**config.mk**
```make
export PLATFORM = sky130hd
export DESIGN_NAME = vmpc_ctrl
export DESIGN_NICKNAME = d
export VERILOG_FILES = /design/src/rtl/vmpc_pkg.sv /design/src/rtl/vmpc_ctrl.sv
export SDC_FILE = /design/constraint.sdc
export NUM_CORES = 1
export LEC_CHECK = 0
export ABC_AREA = 1
export BUFFER_PORTS_ARGS = -buffer_cell sky130_fd_sc_hd__buf_2
export CORE_MARGIN = 2
export CORE_UTILIZATION = 51
export DETAILED_ROUTE_END_ITERATION = 10
export GPL_TIMING_DRIVEN = 0
export HOLD_SLACK_MARGIN = 0.15
export PLACE_DENSITY = 0.82
export SETUP_SLACK_MARGIN = 0.15
export SYNTH_ARGS = -nofsm -noshare
export SYNTH_HDL_FRONTEND = slang
export SYNTH_SLANG_ARGS = --single-unit
```
**constraint.sdc**
```tcl
create_clock -name clock -period 1.5 [get_ports clock]
set_clock_uncertainty 0.05 [all_clocks]
set_input_delay 0.3 -clock clock [delete_from_list [all_inputs] [get_ports clock]]
set_output_delay 0.3 -clock clock [all_outputs]
set_load 0.1 [all_outputs]
```
**src/rtl/vmpc_pkg.sv**
```systemverilog
// vmpc_pkg: shared types, codes and constants of the vmpc mac engine
// no dependencies; imported by vmpc_ctrl, vmpc_datapath and vmpc_mac_engine
package vmpc_pkg;

   // default store depths
   localparam int unsigned MAX_KEY_BYTES_DEF = 64;
   localparam int unsigned MAX_IV_BYTES_DEF  = 64;

   // counter width: holds 768 rounds and any store length
   localparam int unsigned LEN_W       = 10;
   localparam int unsigned KS_ROUNDS   = 768;
   localparam int unsigned POST_ROUNDS = 24;
   localparam int unsigned TAG_BYTES   = 20;
   localparam int unsigned PERM_SIZE   = 256;
   localparam int unsigned MIX_ROWS    = 8;

   // operation codes
   localparam logic [2:0] OP_LOAD_KEY = 3'd0;
   localparam logic [2:0] OP_LOAD_IV  = 3'd1;
   localparam logic [2:0] OP_INIT     = 3'd2;
   localparam logic [2:0] OP_MESSAGE  = 3'd3;
   localparam logic [2:0] OP_FINALIZE = 3'd4;

   // configuration register indexes
   localparam logic CSR_KEY_LENGTH = 1'b0;
   localparam logic CSR_IV_LENGTH  = 1'b1;

   typedef struct packed {
      logic [2:0] op;
      logic [5:0] load_index;
      logic [7:0] data_byte;
   } req_type;

   typedef struct packed {
      logic [7:0] tag_byte;
      logic [4:0] byte_index;
      logic       last;
      logic       not_ready;
   } rsp_type;

   typedef enum logic [5:0] {
      DP_NOP, DP_FILL, DP_LOAD, DP_CLEAR, DP_ERR,
      DP_KS0, DP_KS1, DP_KS2, DP_KS3, DP_KS4,
      DP_R0, DP_R1, DP_R2, DP_R3, DP_R4, DP_R5,
      DP_Y0, DP_Y1, DP_Y2, DP_Y3, DP_Y4, DP_Y5, DP_Y6, DP_Y7,
      DP_O0, DP_O1, DP_O2, DP_O3, DP_O4, DP_O5, DP_O6, DP_O7
   } dp_step_type;

   typedef enum logic [5:0] {
      ST_FILL, ST_IDLE, ST_DISPATCH, ST_LOAD, ST_ERR, ST_CLEAR,
      ST_KS0, ST_KS1, ST_KS2, ST_KS3, ST_KS4,
      ST_R0, ST_R1, ST_R2, ST_R3, ST_R4, ST_R5,
      ST_Y0, ST_Y1, ST_Y2, ST_Y3, ST_Y4, ST_Y5, ST_Y6, ST_Y7,
      ST_O0, ST_O1, ST_O2, ST_O3, ST_O4, ST_O5, ST_O6, ST_O7
   } ctrl_state_type;

   typedef enum logic [1:0] {
      SRC_KEY, SRC_IV, SRC_MIX
   } src_type;

   typedef struct packed {
      dp_step_type step;
      src_type     src;
      logic        post;
      logic        cnt_clr;
      logic        cnt_inc;
   } cmd_type;

   typedef struct packed {
      logic [2:0] op;
      logic       fill_end;
      logic       ks_end;
      logic       post_end;
      logic       out_end;
   } status_type;

endpackage

```
**src/rtl/vmpc_ctrl.sv**
```systemverilog
// vmpc_ctrl: sequencer of the vmpc mac engine, issues one datapath step a cycle
// depends on vmpc_pkg
module vmpc_ctrl (
   input  logic                 clock,
   input  logic                 reset,
   input  logic                 accept,
   input  vmpc_pkg::status_type status,
   output vmpc_pkg::cmd_type    cmd,
   output logic                 busy
);
   import vmpc_pkg::*;

   ctrl_state_type state_ff, state_in;
   src_type        phase_ff, phase_in;
   logic           post_ff, post_in;
   logic           init_ff, init_in;
   logic           ready_ff, ready_in;

   // control registers
   always_ff @(posedge clock) begin
      if (reset) begin
         state_ff <= ST_FILL;
         phase_ff <= SRC_KEY;
         post_ff  <= 1'b0;
         init_ff  <= 1'b0;
         ready_ff <= 1'b0;
      end else begin
         state_ff <= state_in;
         phase_ff <= phase_in;
         post_ff  <= post_in;
         init_ff  <= init_in;
         ready_ff <= ready_in;
      end
   end

   // next state
   always_comb begin
      state_in = state_ff;
      phase_in = phase_ff;
      post_in  = post_ff;
      init_in  = init_ff;
      ready_in = ready_ff;
      case (state_ff)
         ST_IDLE: begin
            if (accept) state_in = ST_DISPATCH;
         end
         ST_DISPATCH: begin
            case (status.op)
               OP_LOAD_KEY, OP_LOAD_IV: state_in = ST_LOAD;
               OP_INIT: begin
                  state_in = ST_CLEAR;
                  init_in  = 1'b1;
               end
               OP_MESSAGE: begin
                  state_in = ST_R0;
                  post_in  = 1'b0;
               end
               OP_FINALIZE: begin
                  if (ready_ff) begin
                     state_in = ST_R0;
                     post_in  = 1'b1;
                  end else begin
                     state_in = ST_ERR;
                  end
               end
               default: state_in = ST_IDLE;
            endcase
         end
         ST_LOAD:  state_in = ST_IDLE;
         ST_ERR:   state_in = ST_IDLE;
         ST_CLEAR: state_in = ST_FILL;
         ST_FILL: begin
            if (status.fill_end) begin
               if (init_ff) begin
                  state_in = ST_KS0;
                  phase_in = SRC_KEY;
                  init_in  = 1'b0;
               end else begin
                  state_in = ST_IDLE;
               end
            end
         end
         ST_KS0: state_in = ST_KS1;
         ST_KS1: state_in = ST_KS2;
         ST_KS2: state_in = ST_KS3;
         ST_KS3: state_in = ST_KS4;
         ST_KS4: begin
            if (status.ks_end) begin
               case (phase_ff)
                  SRC_KEY: begin
                     phase_in = SRC_IV;
                     state_in = ST_KS0;
                  end
                  SRC_IV: begin
                     state_in = ST_IDLE;
                     ready_in = 1'b1;
                  end
                  default: state_in = ST_O0;
               endcase
            end else begin
               state_in = ST_KS0;
            end
         end
         ST_R0: state_in = ST_R1;
         ST_R1: state_in = ST_R2;
         ST_R2: state_in = post_ff ? ST_Y0 : ST_R3;
         ST_R3: state_in = ST_R4;
         ST_R4: state_in = ST_R5;
         ST_R5: state_in = ST_Y0;
         ST_Y0: state_in = ST_Y1;
         ST_Y1: state_in = ST_Y2;
         ST_Y2: state_in = ST_Y3;
         ST_Y3: state_in = ST_Y4;
         ST_Y4: state_in = ST_Y5;
         ST_Y5: state_in = ST_Y6;
         ST_Y6: state_in = ST_Y7;
         ST_Y7: begin
            if (!post_ff) begin
               state_in = ST_IDLE;
            end else if (status.post_end) begin
               phase_in = SRC_MIX;
               state_in = ST_KS0;
            end else begin
               state_in = ST_R0;
            end
         end
         ST_O0: state_in = ST_O1;
         ST_O1: state_in = ST_O2;
         ST_O2: state_in = ST_O3;
         ST_O3: state_in = ST_O4;
         ST_O4: state_in = ST_O5;
         ST_O5: state_in = ST_O6;
         ST_O6: state_in = ST_O7;
         ST_O7: begin
            if (status.out_end) begin
               state_in = ST_CLEAR;
               init_in  = 1'b1;
            end else begin
               state_in = ST_O0;
            end
         end
         default: state_in = ST_IDLE;
      endcase
   end

   // commands to the datapath
   always_comb begin
      cmd.step    = DP_NOP;
      cmd.src     = phase_ff;
      cmd.post    = post_ff;
      cmd.cnt_clr = 1'b0;
      cmd.cnt_inc = 1'b0;
      case (state_ff)
         ST_DISPATCH: cmd.cnt_clr = 1'b1;
         ST_LOAD:     cmd.step = DP_LOAD;
         ST_ERR:      cmd.step = DP_ERR;
         ST_CLEAR:    cmd.step = DP_CLEAR;
         ST_FILL: begin
            cmd.step    = DP_FILL;
            cmd.cnt_inc = 1'b1;
            cmd.cnt_clr = status.fill_end;
         end
         ST_KS0: cmd.step = DP_KS0;
         ST_KS1: cmd.step = DP_KS1;
         ST_KS2: cmd.step = DP_KS2;
         ST_KS3: cmd.step = DP_KS3;
         ST_KS4: begin
            cmd.step    = DP_KS4;
            cmd.cnt_inc = 1'b1;
            cmd.cnt_clr = status.ks_end;
         end
         ST_R0: cmd.step = DP_R0;
         ST_R1: cmd.step = DP_R1;
         ST_R2: cmd.step = DP_R2;
         ST_R3: cmd.step = DP_R3;
         ST_R4: cmd.step = DP_R4;
         ST_R5: cmd.step = DP_R5;
         ST_Y0: cmd.step = DP_Y0;
         ST_Y1: cmd.step = DP_Y1;
         ST_Y2: cmd.step = DP_Y2;
         ST_Y3: cmd.step = DP_Y3;
         ST_Y4: cmd.step = DP_Y4;
         ST_Y5: cmd.step = DP_Y5;
         ST_Y6: cmd.step = DP_Y6;
         ST_Y7: begin
            cmd.step    = DP_Y7;
            cmd.cnt_inc = post_ff;
            cmd.cnt_clr = post_ff && status.post_end;
         end
         ST_O0: cmd.step = DP_O0;
         ST_O1: cmd.step = DP_O1;
         ST_O2: cmd.step = DP_O2;
         ST_O3: cmd.step = DP_O3;
         ST_O4: cmd.step = DP_O4;
         ST_O5: cmd.step = DP_O5;
         ST_O6: cmd.step = DP_O6;
         ST_O7: begin
            cmd.step    = DP_O7;
            cmd.cnt_inc = 1'b1;
         end
         default: cmd.step = DP_NOP;
      endcase
   end

   assign busy = (state_ff != ST_IDLE);

endmodule

```
==> results of run 1 <==
[logic make-up after synthesis]
logic type,count (synthesis),synth area share [%]
flip-flops,11,16.8
buffers and inverters,39,12.8
other,1,0.286
AND/OR/NAND/NOR,185,64.4
AO/OA/AOI/OAI,14,5.72
[routing by layer]
metal / GRT overflow / GRT usage [%]
met4: 1 / 68.3
met1: 0 / 69.5
met2: 2 / 82.5
met3: 0 / 56.6
met5: 0 / 12.5
[repair_timing]
action                                 4_1_cts
hold buffers                                 0
pin swaps                                   22
buffers inserted                            20
gates resized for setup                     83
endpoints found under the hold margin        0
gates cloned                                 2
setup endpoints to repair                   20
[per-stage QoR]
step	area (µm²)	std cells	worst slack (ns)	util, %	setup TNS [ns]
floorplan	1440	250	-0.707	-	-5.12
global placement	1580	300	-0.779	64.4	-5.37
detailed placement	1580	300	-0.762	64.4	-5.35
CTS	2070	326	-0.527	84.5	-4.72
==> insert_results.sql, run 1 <==
INSERT INTO impl_metrics (metric_group, metric, value, unit) VALUES
('global_route', 'grt_start_max_net_pins', '11', ''),
('synth', 'seq_area_frac_synth', '16.8', '%'),
('sta', 'worst_endpoint', 'cmd[9]', ''),
('synth', 'syn_nets', '260', ''),
('floorplanning', 'die-width', '54.7', 'µm'),
('run_status', 'status', 'did not finish', ''),
('synth', 'ys_dominant_reg_cell', 'sky130_fd_sc_hd__dfxtp_1', ''),
('synth', 'yosys_register_bits', '11', ''),
('synth', 'yosys-top-cells-area', 'sky130_fd_sc_hd__nand2_1 18%, sky130_fd_sc_hd__dfxtp_1 17%, sky130_fd_sc_hd__nor2_1 15%, sky130_fd_sc_hd__nand3_1 14%, sky130_fd_sc_hd__inv_1 7.1%', ''),
('synth', 'post-synth-top-area-cell', 'sky130_fd_sc_hd__nand2_1', ''),
('cts', 'cts.root.buffer_cell', 'sky130_fd_sc_hd__clkbuf_4', ''),
('synth', 'async_flop_share', '0', '%'),
('floorplanning', 'initial_core_util', '53.5', '%'),
('synth', 'postSynthAreaPerCell', '5.25', 'µm²'),
('synth', 'number_of_standard_cells_after_synthesis', '250', ''),
('floorplanning', 'fp-row-count', '18', ''),
('synth', 'syn-cell-area', '1310', 'µm²'),
('synth', 'synthMostInstantiatedCell', 'sky130_fd_sc_hd__nand2_1', ''),
('cts', 'cts_h_tree_lvls', '1', ''),
('synth', 'yosysWarnings', '0', ''),
('floorplanning', 'top_level_ports', '22', ''),
('cts', 'cts_num_sinks', '11', ''),
('synth', 'synth_top_cell_area_share', '18.0', '%'),
('cts', 'clockBufferDepth', '2', ''),
('floorplanning', 'die_y', '54.7', 'µm'),
('run_status', 'stopped_at', '5_1_grt', ''),
('placement', 'number_of_buffer_cells_added_on_primary_ports', '20', ''),
('synth', 'netlist-cell-type-count', '24', ''),
('cts', 'cts_buffers', '3', ''),
('global_route', 'grt-ovfl-total', '3', ''),
('sta', 'wep_type', 'top-level output', ''),
('global_route', 'gr-usage-all-layers', '68.8', '%'),
('synth', 'count_of_flip_flops_with_a_built_in_enable_after_synthesis', '0', ''),
('synth', 'synth.cells.most_frequent', '63 x sky130_fd_sc_hd__nand2_1, 53 x sky130_fd_sc_hd__nor2_1, 38 x sky130_fd_sc_hd__nand3_1', ''),
('placement', 'detailedPlacementHpwl', '3450', 'µm'),
('placement', 'routabilityCongestion', '0.978', ''),
('run_status', 'error', '[ERROR GRT-0232] Routing congestion too high. Check the congestion heatmap in the GUI.', '');
==> inputs of run 2 (changes only) <==
--- a/config.mk
+++ b/config.mk
@@ -7,13 +7,11 @@
 export LEC_CHECK = 0
 export ABC_AREA = 1
 export BUFFER_PORTS_ARGS = -buffer_cell sky130_fd_sc_hd__buf_2
-export CORE_MARGIN = 2
-export CORE_UTILIZATION = 51
+export CORE_AREA = 2 2 63 65
 export DETAILED_ROUTE_END_ITERATION = 10
+export DIE_AREA = 0 0 65 67
 export GPL_TIMING_DRIVEN = 0
-export HOLD_SLACK_MARGIN = 0.15
-export PLACE_DENSITY = 0.82
-export SETUP_SLACK_MARGIN = 0.15
+export PLACE_DENSITY_LB_ADDON = 0.15
 export SYNTH_ARGS = -nofsm -noshare
 export SYNTH_HDL_FRONTEND = slang
 export SYNTH_SLANG_ARGS = --single-unit
==> constraint.sdc (replaced) <==
create_clock -name clock -period 1.95 [get_ports clock]
set_clock_uncertainty 0.05 [all_clocks]
set_input_delay 0.39 -clock clock [delete_from_list [all_inputs] [get_ports clock]]
set_output_delay 0.39 -clock clock [all_outputs]
set_load 0.1 [all_outputs]
==> insert_results.sql, run 2 <==
INSERT INTO impl_metrics (metric_group, metric, value, unit) VALUES
('worst_setup_path', 'timing.critical_path.slowest_stage_cell', 'sky130_fd_sc_hd__dfxtp_4', ''),
('run_status', 'status', 'complete, but fails checks', ''),
('sta', 'portion_of_the_clock_cycle_consumed_by_the_worst_path_in_the_final_layout', '110', '%'),
('floorplanning', 'top_level_ports', '22', ''),
('sta', 'setup-violations-final', '7', ''),
('synth', 'syn-cell-area', '1310', 'µm²'),
('synth', 'synth-compound-area-share', '5.72', '%'),
('synth', 'post_synth_xor_area_fraction', '0', '%'),
('worst_setup_path', 'worstPathMaxFanout', '6', ''),
('floorplanning', 'die-width', '65', 'µm'),
('synth', 'yosysWarnings', '0', ''),
('synth', 'ys_dominant_reg_cell', 'sky130_fd_sc_hd__dfxtp_1', ''),
('floorplanning', 'core_area', '3610', 'µm²'),
('synth', 'synth.mux.area_fraction', '0', '%'),
('global_route', 'gr-usage-all-layers', '25.0', '%'),
('synth', 'synth.cells.most_frequent', '63 x sky130_fd_sc_hd__nand2_1, 53 x sky130_fd_sc_hd__nor2_1, 38 x sky130_fd_sc_hd__nand3_1', ''),
('synth', 'async_flop_share', '0', '%'),
('sta', 'final.setup.worst_slack', '-0.203', 'ns'),
('placement', 'number_of_buffer_cells_added_on_primary_ports', '20', ''),
('worst_setup_path', 'crit_family', 'simple AND/OR/NAND/NOR gates', ''),
('placement', 'detailedPlacementHpwl', '3560', 'µm'),
('finish', 'largest_register_ffs', '6', ''),
('synth', 'dominant_combinational_cell_family_by_area_after_synthesis', 'simple AND/OR/NAND/NOR gates', ''),
('worst_setup_path', 'cp.buffers_inverters', '3', ''),
('cts', 'cts_buffers', '3', ''),
('run_status', 'failing_checks', 'setup timing', ''),
('finish', 'largest_registers', 'state_ff x6, phase_ff x2', ''),
('worst_setup_path', 'critPathMaxStageDelay', '0.37', 'ns'),
('global_route', 'grt_start_max_net_pins', '11', ''),
('finish', 'finalNetCount', '320', ''),
('cts', 'cts_num_sinks', '11', ''),
('global_route', 'grt_first_pass_wirelength', '8290', 'µm'),
('cts', 'cts_h_tree_lvls', '1', ''),
('power_and_ir_drop', 'pwr_density_cell', '1240', 'nW/µm²'),
('worst_setup_path', 'start_kind', 'flip-flop', ''),
('sta', 'timing.final.max_slew_violations', '0', ''),
('sta', 'timing_hold_violations_final', '0', ''),
('synth', 'syn_nets', '260', ''),
('finish', 'diodes', '0', ''),
('synth', 'seq_area_frac_synth', '16.8', '%'),
('routing', 'remaining_drc_errors', '0', ''),
('sta', 'post-route-min-period', '2.15', 'ns'),
('cts', 'clkTransAtPathRegs', '0.05', 'ns'),
('synth', 'post-synth-top-area-cell', 'sky130_fd_sc_hd__nand2_1', ''),
('sta', 'rsz_0062_raised_after_global_routing', 'yes', ''),
('floorplanning', 'fp-row-count', '22', ''),
('floorplanning', 'initial_core_util', '36.4', '%'),
('finish', 'most_frequent_standard_cell_in_the_layout_excluding_fill_and_tap_cells', 'sky130_fd_sc_hd__nand2_1', ''),
('finish', 'cell_area_after_layout', '2290', 'µm²'),
('power_and_ir_drop', 'power_total', '2.84', 'mW'),
('finish', 'area_growth_syn_to_layout', '74.2', '%'),
('cts', 'clockBufferDepth', '2', ''),
('synth', 'postSynthAreaPerCell', '5.25', 'µm²'),
('worst_setup_path', 'worstPathCellList', 'buf_4 > nor2_4 > nand3_2 > nand2_2 > inv_2 > nand2_4 > nor3_2 > nand4_1 > buf_8', ''),
('routing', 'viasPerCell', '5.39', ''),
('job', 'max_cap_violations', '0', ''),
('finish', 'highest_count_cells_in_the_layout_ignoring_fill_and_taps', '49 x sky130_fd_sc_hd__nand2_1, 44 x sky130_fd_sc_hd__nor2_1, 28 x sky130_fd_sc_hd__buf_4', ''),
('floorplanning', 'die_y', '67', 'µm'),
('global_route', 'grt-ovfl-total', '0', ''),
('placement', 'postPlaceCellArea', '1550', 'µm²'),
('routing', 'dr.first_iter.drc_count', '146', ''),
('cts', 'cts.root.buffer_cell', 'sky130_fd_sc_hd__clkbuf_8', ''),
('synth', 'count_of_flip_flops_with_a_built_in_enable_after_synthesis', '0', ''),
('synth', 'synthMostInstantiatedCell', 'sky130_fd_sc_hd__nand2_1', ''),
('routing', 'drt-pass1-iter-count', '4', ''),
('worst_setup_path', 'worst_setup_path_end_kind', 'output pin', ''),
('sta', 'highest_clock_rate', '464', 'MHz'),
('synth', 'yosys-top-cells-area', 'sky130_fd_sc_hd__nand2_1 18%, sky130_fd_sc_hd__dfxtp_1 17%, sky130_fd_sc_hd__nor2_1 15%, sky130_fd_sc_hd__nand3_1 14%, sky130_fd_sc_hd__inv_1 7.1%', ''),
('worst_setup_path', 'criticalPathCategory', 'flip-flop to output pin', ''),
('synth', 'synth_top_cell_area_share', '18.0', '%'),
('routing', 'detailroute.via_count', '1923', ''),
('routing', 'wl', '5520', 'µm'),
('routing', 'routed_wire_length_per_instance', '15.5', 'µm'),
('cts', 'clk-insertion-delay-late', '0.25', 'ns'),
('worst_setup_path', 'timing.critical_path.arrival', '1.71', 'ns'),
('power_and_ir_drop', 'worst_ir_drop_vdd', '1290', 'µV'),
('global_route', 'vias_in_the_first_global_route', '1768', ''),
('cts', 'holdBufCountCts', '0', ''),
('finish', 'fraction_of_layout_cells_with_a_size_suffix_above_1', '45.3', '%'),
('power_and_ir_drop', 'static-leakage-power', '1.19', 'nW'),
('synth', 'number_of_standard_cells_after_synthesis', '250', ''),
('worst_setup_path', 'required', '1.51', 'ns'),
('synth', 'synthAdderAreaFrac', '0', '%'),
('global_route', 'grt_antenna_before_repair', '0', ''),
('synth', 'yosys_register_bits', '11', ''),
('cts', 'tritoncts_clock_tree', 'built', ''),
('synth', 'netlist-cell-type-count', '24', ''),
('finish', 'top_register', 'state_ff', ''),
('floorplanning', 'floorplan.die_area', '4360', 'µm²'),
('placement', 'routabilityCongestion', '0.952', ''),
('routing', 'ant_nets', '0', ''),
('min_path', 'hp-class', 'input pin to flip-flop', ''),
('synth', 'synthSimpleGateAreaFrac', '64.4', '%');
run 2: cell counts after synthesis:
No cell type changed its count.
run 2: cell type report:
type,count,area [µm²]
fill,319,1320
multi-input combinational,200,1220
timing repair buffer,55,527
sequential,11,243
inverter,33,138
tap,48,60.1
buffer,6,56.3
clock buffer,4,45.0
run 2: metrics by stage:
stage	util (%)	std cells	hold slack (ns)	setup TNS, ns	setup slack, ns
2_1_floorplan	-	250	0.402	-1.42	-0.347
3_3_place_gp	43.1	318	0.436	-1.54	-0.380
3_5_place_dp	43.1	318	0.440	-1.49	-0.346
4_1_cts	57.9	350	0.359	-0.776	-0.137
5_1_grt	63.4	357	0.377	-1.59	-0.265
6_report	63.4	357	0.370	-1.02	-0.203
run 2: cell families after synthesis:
group / count (synthesis)
simple gates: 185
other cells: 1
compound gates: 14
flops: 11
buf+inv: 39
run 2: worst paths after layout:
check	start	endpoint	slack [ns]	depth (start not counted)
max	state_ff[1]	cmd[7]	-0.20	9
min	reset	state_ff[5]	0.37	2
max reg2reg	state_ff[1]	state_ff[3]	0.08	11
min reg2reg	ready_ff	ready_ff	0.45	2
run 2: worst register-to-register path, delay by kind of cell (launching register included):
family / cells / cell delay, ns
compound gates: 1 / 0.10
flops: 1 / 0.37
simple gates: 5 / 0.55
buf+inv: 5 / 0.72
run 2: report_power, final:
group          internal (mW)  switching [mW]
logic                  0.750            1.47
registers              0.293          0.0888
clock network          0.144          0.0942
total                   1.19            1.66
run 2: per-layer routing:
metal | routed length, µm | track usage (%) | vias to the layer above
met2 | 2730 | 43.2 | 96
met1 | 2200 | 31.6 | 890
met5 | 0 | 0 | -
met4 | 170 | 9.84 | 0
met3 | 411 | 2.70 | 18
li1 | - | - | 919
run 2: timing repair:
action,4_1_cts,5_1_grt
resized for setup,75,27
gates cloned,2,0
setup buffers,27,7
endpoints found under the setup margin,7,11
pin swaps,23,9
No activity file was read; power rests on OpenSTA's default activity.
